[src/design/pidff_pkg.sv]
`timescale 1ns / 1ps
`default_nettype none
// ----------------------------------------------------------------------------
// pidff_pkg
// Shared types and fixed widths for the PID controller with feedforward.
// ----------------------------------------------------------------------------
package pidff_pkg;

   localparam int GAIN_W      = 16;   // Q8.8 gains
   localparam int LIMIT_W     = 15;   // clamp magnitudes
   localparam int INTEG_W     = 16;   // stored integral
   localparam int CSR_INDEX_W = 3;
   localparam int CSR_DATA_W  = 16;   // widest register

   typedef enum logic [CSR_INDEX_W-1:0] {
      CSR_PROP_GAIN       = 3'd0,
      CSR_INTEG_GAIN      = 3'd1,
      CSR_DERIV_GAIN      = 3'd2,
      CSR_FF_STATIC_GAIN  = 3'd3,
      CSR_FF_DYNAMIC_GAIN = 3'd4,
      CSR_INTEG_LIMIT     = 3'd5,
      CSR_OUTPUT_LIMIT    = 3'd6
   } csr_index_type;

   localparam logic signed [GAIN_W-1:0] PROP_GAIN_RST       = 16'sd256;
   localparam logic signed [GAIN_W-1:0] INTEG_GAIN_RST      = 16'sd1;
   localparam logic signed [GAIN_W-1:0] DERIV_GAIN_RST      = 16'sd26;
   localparam logic signed [GAIN_W-1:0] FF_STATIC_GAIN_RST  = 16'sd0;
   localparam logic signed [GAIN_W-1:0] FF_DYNAMIC_GAIN_RST = 16'sd0;
   localparam logic [LIMIT_W-1:0]       INTEG_LIMIT_RST     = 15'd205;
   localparam logic [LIMIT_W-1:0]       OUTPUT_LIMIT_RST    = 15'd4096;

   typedef struct packed {
      logic signed [GAIN_W-1:0] prop_gain;
      logic signed [GAIN_W-1:0] integ_gain;
      logic signed [GAIN_W-1:0] deriv_gain;
      logic signed [GAIN_W-1:0] ff_static_gain;
      logic signed [GAIN_W-1:0] ff_dynamic_gain;
      logic [LIMIT_W-1:0]       integ_limit;
      logic [LIMIT_W-1:0]       output_limit;
   } gains_type;

endpackage
`default_nettype wire

[src/design/pidff_csr.sv]
`timescale 1ns / 1ps
`default_nettype none
// ----------------------------------------------------------------------------
// pidff_csr
// Gain and limit registers, written through a plain write port.
// ----------------------------------------------------------------------------
module pidff_csr (
   input  wire logic                                  clock,
   input  wire logic                                  reset,
   input  wire logic                                  csr_write_enable,
   input  wire logic [pidff_pkg::CSR_INDEX_W-1:0]     csr_index,
   input  wire logic [pidff_pkg::CSR_DATA_W-1:0]      csr_write_data,
   output pidff_pkg::gains_type                       gains
);

   pidff_pkg::gains_type gains_ff;
   pidff_pkg::gains_type gains_in;

   always_comb begin
      gains_in = gains_ff;
      if (csr_write_enable) begin
         case (pidff_pkg::csr_index_type'(csr_index))
            pidff_pkg::CSR_PROP_GAIN:
               gains_in.prop_gain = $signed(csr_write_data);
            pidff_pkg::CSR_INTEG_GAIN:
               gains_in.integ_gain = $signed(csr_write_data);
            pidff_pkg::CSR_DERIV_GAIN:
               gains_in.deriv_gain = $signed(csr_write_data);
            pidff_pkg::CSR_FF_STATIC_GAIN:
               gains_in.ff_static_gain = $signed(csr_write_data);
            pidff_pkg::CSR_FF_DYNAMIC_GAIN:
               gains_in.ff_dynamic_gain = $signed(csr_write_data);
            pidff_pkg::CSR_INTEG_LIMIT:
               gains_in.integ_limit = csr_write_data[pidff_pkg::LIMIT_W-1:0];
            pidff_pkg::CSR_OUTPUT_LIMIT:
               gains_in.output_limit = csr_write_data[pidff_pkg::LIMIT_W-1:0];
            default: ; // unused index: write dropped
         endcase
      end
   end

   always_ff @(posedge clock) begin
      if (reset) begin
         gains_ff.prop_gain       <= pidff_pkg::PROP_GAIN_RST;
         gains_ff.integ_gain      <= pidff_pkg::INTEG_GAIN_RST;
         gains_ff.deriv_gain      <= pidff_pkg::DERIV_GAIN_RST;
         gains_ff.ff_static_gain  <= pidff_pkg::FF_STATIC_GAIN_RST;
         gains_ff.ff_dynamic_gain <= pidff_pkg::FF_DYNAMIC_GAIN_RST;
         gains_ff.integ_limit     <= pidff_pkg::INTEG_LIMIT_RST;
         gains_ff.output_limit    <= pidff_pkg::OUTPUT_LIMIT_RST;
      end else begin
         gains_ff <= gains_in;
      end
   end

   assign gains = gains_ff;

endmodule
`default_nettype wire

[src/design/pidff_datapath.sv]
`timescale 1ns / 1ps
`default_nettype none
// ----------------------------------------------------------------------------
// pidff_datapath
// Error, five gain products, integral update and output clamp for one sample;
// holds the previous error and the integral.
// ----------------------------------------------------------------------------
module pidff_datapath #(
   parameter int DATA_WIDTH     = 16,
   parameter int GAIN_FRAC_BITS = 8
) (
   input  wire logic                          clock,
   input  wire logic                          reset,
   input  wire pidff_pkg::gains_type          gains,
   input  wire logic                          step,
   input  wire logic signed [DATA_WIDTH-1:0]  reference,
   input  wire logic signed [DATA_WIDTH-1:0]  feedback,
   output logic signed [DATA_WIDTH-1:0]       drive
);

   localparam int ERR_W     = DATA_WIDTH + 1;
   localparam int DIFF_W    = DATA_WIDTH + 2;
   localparam int PROD_W    = pidff_pkg::GAIN_W + DIFF_W;
   localparam int ISUM_W    = PROD_W + 1;
   localparam int SUM_W     = PROD_W + 3;
   localparam int INTEG_W   = pidff_pkg::INTEG_W;

   logic signed [ERR_W-1:0]   prev_error_ff;
   logic signed [ERR_W-1:0]   prev_error_in;
   logic signed [INTEG_W-1:0] integral_ff;
   logic signed [INTEG_W-1:0] integral_in;

   logic signed [ERR_W-1:0]   err;
   logic signed [DIFF_W-1:0]  err_diff;
   logic signed [PROD_W-1:0]  p_term, i_step, d_term, ffs_term, ffd_term;
   logic signed [ISUM_W-1:0]  integ_sum, integ_lim, integ_clamped;
   logic signed [SUM_W-1:0]   total, out_lim, total_clamped;

   // products exact, then floor shift each on its own
   always_comb begin
      err      = ERR_W'(reference) - ERR_W'(feedback);
      err_diff = DIFF_W'(err) - DIFF_W'(prev_error_ff);
      p_term   = (PROD_W'(gains.prop_gain) * PROD_W'(err)) >>> GAIN_FRAC_BITS;
      i_step   = (PROD_W'(gains.integ_gain) * PROD_W'(err)) >>> GAIN_FRAC_BITS;
      d_term   = (PROD_W'(gains.deriv_gain) * PROD_W'(err_diff)) >>> GAIN_FRAC_BITS;
      ffs_term = (PROD_W'(gains.ff_static_gain) * PROD_W'(reference)) >>> GAIN_FRAC_BITS;
      ffd_term = (PROD_W'(gains.ff_dynamic_gain) * PROD_W'(err)) >>> GAIN_FRAC_BITS;
   end

   // integral clamp to +/- integ_limit
   always_comb begin
      integ_sum = ISUM_W'(integral_ff) + ISUM_W'(i_step);
      integ_lim = ISUM_W'($signed({1'b0, gains.integ_limit}));
      if (integ_sum > integ_lim) begin
         integ_clamped = integ_lim;
      end else if (integ_sum < -integ_lim) begin
         integ_clamped = -integ_lim;
      end else begin
         integ_clamped = integ_sum;
      end
   end

   // full-width sum, then output saturation
   always_comb begin
      total = SUM_W'(p_term) + SUM_W'(integ_clamped) + SUM_W'(d_term)
            + SUM_W'(ffs_term) + SUM_W'(ffd_term);
      out_lim = SUM_W'($signed({1'b0, gains.output_limit}));
      if (total > out_lim) begin
         total_clamped = out_lim;
      end else if (total < -out_lim) begin
         total_clamped = -out_lim;
      end else begin
         total_clamped = total;
      end
   end

   assign drive = total_clamped[DATA_WIDTH-1:0];

   always_comb begin
      prev_error_in = prev_error_ff;
      integral_in   = integral_ff;
      if (step) begin
         prev_error_in = err;
         integral_in   = integ_clamped[INTEG_W-1:0];
      end
   end

   always_ff @(posedge clock) begin
      if (reset) begin
         prev_error_ff <= '0;
         integral_ff   <= '0;
      end else begin
         prev_error_ff <= prev_error_in;
         integral_ff   <= integral_in;
      end
   end

endmodule
`default_nettype wire

[src/design/pid_feedforward_controller_core.sv]
`timescale 1ns / 1ps
`default_nettype none
// ----------------------------------------------------------------------------
// pid_feedforward_controller_core
// PID controller with feedforward: one saturated drive value per sample.
// ----------------------------------------------------------------------------
//  channel   direction  handshake                 payload
//  req_      in         req_valid / req_ready     req_reference, req_feedback
//  rsp_      out        rsp_valid / rsp_ready     rsp_drive
//  csr_      in         csr_write_enable          csr_index, csr_write_data
//
//  One sample per cycle sustained while rsp_ready stays high; a req transfer
//  passes the input register, then the result register, which raises rsp_valid.
//  The products, integral update and clamps sit in one combinational pass
//  between the input register and the result register.
//  Synchronous active-high reset clears valids, integral and previous error,
//  and restores the register defaults.
//  A stalled rsp_ held in the result register still lets the input register
//  fill, so one further sample is taken before req_ready drops.
// ----------------------------------------------------------------------------
module pid_feedforward_controller_core #(
   parameter int DATA_WIDTH     = 16,
   parameter int GAIN_FRAC_BITS = 8
) (
   input  wire logic                                  clock,
   input  wire logic                                  reset,
   // sample input
   input  wire logic                                  req_valid,
   output logic                                       req_ready,
   input  wire logic signed [DATA_WIDTH-1:0]          req_reference,
   input  wire logic signed [DATA_WIDTH-1:0]          req_feedback,
   // result output
   output logic                                       rsp_valid,
   input  wire logic                                  rsp_ready,
   output logic signed [DATA_WIDTH-1:0]               rsp_drive,
   // register writes
   input  wire logic                                  csr_write_enable,
   input  wire logic [pidff_pkg::CSR_INDEX_W-1:0]     csr_index,
   input  wire logic [pidff_pkg::CSR_DATA_W-1:0]      csr_write_data
);

   pidff_pkg::gains_type gains;

   // input register
   logic                          in_valid_ff, in_valid_in;
   logic signed [DATA_WIDTH-1:0]  reference_ff, reference_in;
   logic signed [DATA_WIDTH-1:0]  feedback_ff, feedback_in;

   // result register
   logic                          rsp_valid_ff, rsp_valid_in;
   logic signed [DATA_WIDTH-1:0]  rsp_drive_ff, rsp_drive_in;

   logic                          out_free;   // result register can load
   logic                          step;       // input register moves on
   logic                          req_xfer;
   logic signed [DATA_WIDTH-1:0]  drive_calc;

   pidff_csr u_csr (
      .clock            (clock),
      .reset            (reset),
      .csr_write_enable (csr_write_enable),
      .csr_index        (csr_index),
      .csr_write_data   (csr_write_data),
      .gains            (gains)
   );

   pidff_datapath #(
      .DATA_WIDTH     (DATA_WIDTH),
      .GAIN_FRAC_BITS (GAIN_FRAC_BITS)
   ) u_datapath (
      .clock     (clock),
      .reset     (reset),
      .gains     (gains),
      .step      (step),
      .reference (reference_ff),
      .feedback  (feedback_ff),
      .drive     (drive_calc)
   );

   assign out_free  = !rsp_valid_ff || rsp_ready;
   assign step      = in_valid_ff && out_free;
   assign req_ready = !in_valid_ff || out_free;
   assign req_xfer  = req_valid && req_ready;

   always_comb begin
      in_valid_in  = in_valid_ff;
      reference_in = reference_ff;
      feedback_in  = feedback_ff;
      if (req_ready) begin
         in_valid_in  = req_valid;
      end
      if (req_xfer) begin
         reference_in = req_reference;
         feedback_in  = req_feedback;
      end
   end

   always_comb begin
      rsp_valid_in = rsp_valid_ff;
      rsp_drive_in = rsp_drive_ff;
      if (out_free) begin
         rsp_valid_in = in_valid_ff;
      end
      if (step) begin
         rsp_drive_in = drive_calc;
      end
   end

   always_ff @(posedge clock) begin
      if (reset) begin
         in_valid_ff  <= 1'b0;
         rsp_valid_ff <= 1'b0;
      end else begin
         in_valid_ff  <= in_valid_in;
         rsp_valid_ff <= rsp_valid_in;
      end
   end

   // payload, no reset
   always_ff @(posedge clock) begin
      reference_ff <= reference_in;
      feedback_ff  <= feedback_in;
      rsp_drive_ff <= rsp_drive_in;
   end

   assign rsp_valid = rsp_valid_ff;
   assign rsp_drive = rsp_drive_ff;

endmodule
`default_nettype wire

[config.mk]
export PLATFORM = sky130hd
export DESIGN_NAME = pid_feedforward_controller_core
export DESIGN_NICKNAME = d
export VERILOG_FILES = /design/src/design/pidff_pkg.sv /design/src/design/pidff_csr.sv /design/src/design/pidff_datapath.sv /design/src/design/pid_feedforward_controller_core.sv
export SDC_FILE = /design/constraint.sdc
export NUM_CORES = 2
export LEC_CHECK = 0
export BUFFER_PORTS_ARGS = -buffer_cell sky130_fd_sc_hd__buf_2
export CAP_MARGIN = 5
export CORE_MARGIN = 3
export CORE_UTILIZATION = 35
export CTS_CLUSTER_DIAMETER = 50
export DETAILED_ROUTE_END_ITERATION = 16
export GPL_TIMING_DRIVEN = 0
export PLACE_DENSITY = 0.53
export SLEW_MARGIN = 20
export SYNTH_ARGS = -nofsm -noshare
export SYNTH_HDL_FRONTEND = slang
export SYNTH_SLANG_ARGS = --single-unit
[constraint.sdc]
create_clock -name clock -period 26 [get_ports clock]
set_input_delay 1.3 -clock clock [delete_from_list [all_inputs] [get_ports clock]]
set_output_delay 1.3 -clock clock [all_outputs]
set_load 0.02 [all_outputs]
# --- Yosys cells after proc, flatten, opt, wreduce, memory -nomap -nowiden ---
# Cells that the tools add are included.
op_classes:
  addsub: 9
  mul: 5
  magnitude_cmp: 4
  eq_ne: 6
  muxes: 4
  n_reduce_logical: 14
op_table:
  columns: ["operator", "n"]
  rows:
  - ["16-bit by 17-bit multiplier with 33-bit output", 3]
  - ["35-bit 2-to-1 mux", 2]
  - ["36-bit by 26-bit adder with 37-bit output", 1]
  - ["37-bit by 24-bit adder with 37-bit output", 1]
  - ["37-bit by 25-bit adder with 37-bit output", 1]
  - ["37-bit by 16-bit > comparator with 1-bit output", 1]
  - ["37-bit less-than comparator", 1]
  - ["15-bit negator with 37-bit output", 1]
  - ["25-bit by 35-bit adder with 36-bit output", 1]
  - ["35-bit by 16-bit > comparator with 1-bit output", 1]
  - ["35-bit less-than comparator", 1]
  - ["15-bit negator with 35-bit output", 1]
  - ["16-bit by 18-bit multiplier with 34-bit output", 1]
  - ["16-bit by 16-bit multiplier with 32-bit output", 1]
  - ["16-bit by 25-bit adder with 26-bit output", 1]
  - ["17-bit by 17-bit subtractor with 18-bit output", 1]
  - ["16-bit by 16-bit subtractor with 17-bit output", 1]
  - ["16-bit 2-to-1 mux", 1]
  - ["15-bit 2-to-1 mux", 1]
  - ["2-bit AND reduction", 7]
  - ["3-bit == test (second input constant)", 3]
  - ["3-bit by 2-bit == test with 1-bit output (second input constant)", 2]
  - ["3-bit by 1-bit == test with 1-bit output (second input constant)", 1]
  - ["3-bit zero test", 1]
  - ["other kinds (3)", 6]
totals:
  regBits: 193
  in_bits: 56
  word_cells: 57

# --- Depth between registers and ports, before layout ---
depth:
  ltp_word: 13
  ltp_mapped: 93

# --- Hierarchy ---
# From an unflattened synthesis, not the netlist that was laid out.
unflattened:
  cells_unflattened: 7466
  area_unflattened_um2: 67563.5
by_module_without_submodules:
  columns: ["mod", "instances", "cells_each", "area_each_um2"]
  rows:
  - ["pidff_datapath", 1, 7011, 61649.1]
  - ["pidff_csr", 1, 397, 4369.2]
  - ["pid_feedforward_controller_core", 1, 58, 1545.2]

# --- Worst setup path after synthesis ---
# No wires, ideal clock.
synth_path:
  kind: "reg-to-reg"
  from: "register reference_ff[0]"
  to: "register rsp_drive_ff[13] (netlist: rsp_drive[13]) (data pin)"
  t_arrival_ps: 19457
  path_slack_ps: 6277
  path_stages_with_launch: 88
  period_less_slack_ps: 19723
  path_cell_list: "edfxtp_1 clkbuf_1 inv_1 ha_1 fa_1 nor2b_1 o21ai_0 a21boi_1 o21ai_0 a21boi_1 o21ai_0 a21boi_1 o21ai_0 nor2b_1 xnor2_1 clkbuf_1 nand2_1 fa_1 [52 not listed] a21oi_1 xnor2_1 ha_1 nand4_1 nor4_1 a21oi_1 nand2_1 a21o_1 o2111ai_1 a2111oi_2 o2111ai_1 or4b_1 or4_1 o41a_1 buf_2 buf_6 nand2_1 o21ai_1"
synth_via:
  elab_chain_cells: 13
synth_lines:
  columns: ["element", "line_no", "text"]
  rows:
  - ["from (decl)", "pid_feedforward_controller_core.sv:46", "logic signed [DATA_WIDTH-1:0] reference_ff, reference_in;"]
  - ["from (signal assigned)", "pid_feedforward_controller_core.sv:121", "reference_ff <= reference_in;"]
  - ["16-bit by 16-bit subtractor with 17-bit output", "pidff_datapath.sv:41", "err = ERR_W'(reference) - ERR_W'(feedback);"]
  - ["16-bit by 17-bit multiplier with 33-bit output", "pidff_datapath.sv:44", "i_step = (PROD_W'(gains.integ_gain) * PROD_W'(err)) >>> GAIN_FRAC_BITS;"]
  - ["16-bit by 25-bit adder with 26-bit output", "pidff_datapath.sv:52", "integ_sum = ISUM_W'(integral_ff) + ISUM_W'(i_step);"]
  - ["35-bit less-than comparator", "pidff_datapath.sv:56", "end else if (integ_sum < -integ_lim) begin"]
  - ["35-bit 2-to-1 mux", "pidff_datapath.sv:56", null]
  - ["35-bit 2-to-1 mux", "pidff_datapath.sv:54", "if (integ_sum > integ_lim) begin"]
  - ["25-bit by 35-bit adder with 36-bit output", "pidff_datapath.sv:65", "total = SUM_W'(p_term) + SUM_W'(integ_clamped) + SUM_W'(d_term)"]
  - ["36-bit by 26-bit adder with 37-bit output", "pidff_datapath.sv:65", null]
  - ["37-bit by 24-bit adder with 37-bit output", "pidff_datapath.sv:66", "+ SUM_W'(ffs_term) + SUM_W'(ffd_term);"]
  - ["37-bit by 25-bit adder with 37-bit output (*)", "pidff_datapath.sv:66", null]
  - ["37-bit less-than comparator", "pidff_datapath.sv:70", "end else if (total < -out_lim) begin"]
  - ["16-bit 2-to-1 mux", "pidff_datapath.sv:70", null]
  - ["15-bit 2-to-1 mux (*)", "pidff_datapath.sv:68", "if (total > out_lim) begin"]
  - ["via drive_calc[13]", "pid_feedforward_controller_core.sv:56", "logic signed [DATA_WIDTH-1:0] drive_calc;"]
  - ["to (signal assigned)", "pid_feedforward_controller_core.sv:123", "rsp_drive_ff <= rsp_drive_in;"]
  - ["to (decl)", "pid_feedforward_controller_core.sv:51", "logic signed [DATA_WIDTH-1:0] rsp_drive_ff, rsp_drive_in;"]
# The timed path passes the listed nets; every way through them passes the cells marked *.
# A chain may end at the register's enable or synchronous reset.

# --- Final worst setup path ---
layout_path:
  from: "register reference_ff[0]"
  to: "register rsp_drive_ff[1] (netlist: rsp_drive[1]) (data pin)"
# Same word-level chain as after synthesis.

==> qor.yml <==
final_nets: 9770
cts_htree_levels: 4
worst_path_most_repeated_cell: "fa_1"
synth.avg_cell_area_um2: 8.859
avgRoutedWirePerCell_um: 22.65
clockBufferDepth: 2
netlist.area_leader.share_pct: 44.31
fin_ws_ps: 1282
yosys-top-cells-area: "fa_1 44%, ha_1 11%, inv_1 9.4%, nand2_1 6.2%, dfxtp_1 4.3%"
drt_iter0_drc: 3380
clk_pin_slew_ps: 80
grt_first_pass_wirelength_mm: 348.9
dp.cells: 10110
synth_warnings: 0
min-delay-path-class: "reg2reg"
synth_edf_count: 48
clk-insertion-delay-late_ps: 550
slew_headroom_pct: 15.93
finClkSkew_ps: 24.14
finalInstanceArea_mm2: 0.07124
drt-vias-per-instance: 5.062
post_dp_cell_area_mm2: 0.07052
die_height_um: 442.8
required_ps: 26260
multi_input_area_mm2: 0.05523
drc_errors: 0
worst-r2r-setup-slack_ps: 1280
yosys.area.top_type: "fa_1"
antenna_found_initial: 25
hpwl_mm: 194.8
grt_setup_unrepaired: "no"
overflow: 0
max_freq_ghz: 0.04046
path_class: "reg2reg"
cpPeakStageDelay_ps: 660
place_congestion: 0.9731
endpoint_kind: "flip-flop"
dp_slack_ps: -1368
syn_nets: 9670
grt_max_degree: 29
dr.pass1.iters: 6
crit_fanout: 10
post-route-period-util_pct: 95.07
synth_ff_type: "dfxtp_1"
drv_cap: 0
cts_tree: "done"
arrival_ps: 24980
fin_util_pct: 37.73
hold_violations: 0
cts-root-buf: "clkbuf_16"
io_buffers: 72
clock-sinks: 193
period_needed_ps: 24720
syn_area_mm2: 0.06677
cts_buffers: 17
drive_above_1_share_pct: 2.837
die-area_mm2: 0.1961
syn_inst: 7537
drtAntennaViolNets: 0
vias: 51370
area_growth_pct: 6.686
dieWidth_um: 442.8
rows: 159
yosysUniqueCellTypes: 87
seq_area_frac_synth_pct: 6.506
postSynth.asyncResetShare_pct: 0
start_util_pct: 35.37
startpoint_type: "flip-flop"
worst_slew_pin_slew_ps: 1261
cp_slowest_cell: "o31ai_2"
stdcell_count: 10150
status: "completed"
ios: 74
timing.final.max_slew_violations: 0
fillers: 19340
coreArea_mm2: 0.1888
grt_pass1_vias: 54400
wirelength_mm: 229.8
register_area_mm2: 0.004344
track_usage_pct: 23.92
ys_seq_elements: 193
setup_viol: 0
-- logic make-up after synthesis --
| family | Yosys count | share of synthesized area, % |
|---|---|---|
| buf+inv | 1976 | 11.12 |
| xor+xnor | 236 | 3.096 |
| simple gates | 2275 | 16.18 |
| mux | 26 | 0.3972 |
| compound gates | 751 | 7.117 |
| flops | 193 | 6.506 |
| fa+ha+maj | 2080 | 55.58 |
-- per-stage QoR --
| step | hold WS (ps) | setup TNS (ps) |
|---|---|---|
| after floorplan | 436.3 | 0 |
| after global placement | 446.6 | -28130 |
| after detailed placement | 447.9 | -18110 |
| after CTS | 458.9 | 0 |
| after global routing | 477.8 | 0 |
| final | 458.8 | 0 |
-- final cells by class --
type	count	share of cell area [%]
multi-input cells	5368	77.53
inverters	1672	8.810
flip-flops and latches	193	6.098
well taps	2495	4.382
plain buffers	304	1.662
repair buffers	81	0.6446
clock buffers	17	0.5972
clock inverters	15	0.2635
diodes	3	0.01054
-- cell usage in the layout (no fill, tap or decap), types with 75 or more instances in the layout --
cell      instances
a21oi_1         262
clkbuf_1        267
fa_1           1478
o21ai_0         150
inv_1          1668
ha_1            599
nor2_1          213
nand2b_1         91
nor2b_1         147
xnor2_1         156
nand2_1        1111
buf_2            75
dfxtp_1         145
and2_1          444
-- worst paths after layout --
| kind | start | endpoint | cells after the start |
|---|---|---|---|
| max | reference_ff[0] | rsp_drive[1] | 85 |
| min | u_datapath.prev_error_ff[2] | u_datapath.prev_error_ff[2] | 2 |
| max reg2reg | reference_ff[0] | rsp_drive[1] | 85 |
| min reg2reg | u_datapath.prev_error_ff[2] | u_datapath.prev_error_ff[2] | 2 |
-- cells in the mapped netlist, types with 24 or more instances --
cell and instances:
ha_1 599, clkbuf_1 292, o21ai_0 150, and3_1 25, dfxtp_1 145, inv_1 1668
edfxtp_1 48, and2_1 445, nor3_1 61, xnor2_1 169, nor2b_1 147, nand2b_1 91
nand4_1 24, fa_1 1478, a211oi_1 24, nand2_1 1111, a21o_1 61, nor2_1 213
nand3_1 72, xor2_1 67, a21oi_1 264, o21a_1 41
-- what timing repair did --
item / in CTS / in global routing
gates resized for setup: 7 / 15
setup endpoints to repair: 16 / 16
setup buffers: 0 / 0
hold buffers: 0 / 0
-- critical path, delay by kind of cell, from the launching register on --
family / cells / cell delay [ps]
AO/OA/AOI/OAI: 37 / 9880
adder cells (fa/ha/maj): 17 / 7260
AND/OR/NAND/NOR: 16 / 3310
buffers and inverters: 11 / 2360
XOR/XNOR: 3 / 830
flip-flops: 1 / 560
multiplexers: 1 / 160
-- routing by layer --
layer	routed length (um)	GRT usage (%)	up-vias
li1	-	-	22990
met1	92250	30.45	26430
met2	107200	39.07	1591
met3	16630	4.571	349
met4	13750	11.59	6
met5	33	0	-
-- flip-flops by register name (all words and copies together) (netlist names) --
signal / flops
in_valid_ff: 1
u_datapath.prev_error_ff: 17
u_csr.gains: 110
rsp_drive: 16
rsp_valid: 1
u_datapath.integral_ff: 16
reference_ff: 16
feedback_ff: 16
Power is not shown: default switching activity piles up to over one toggle a cycle in this logic, so the estimate is an artifact.
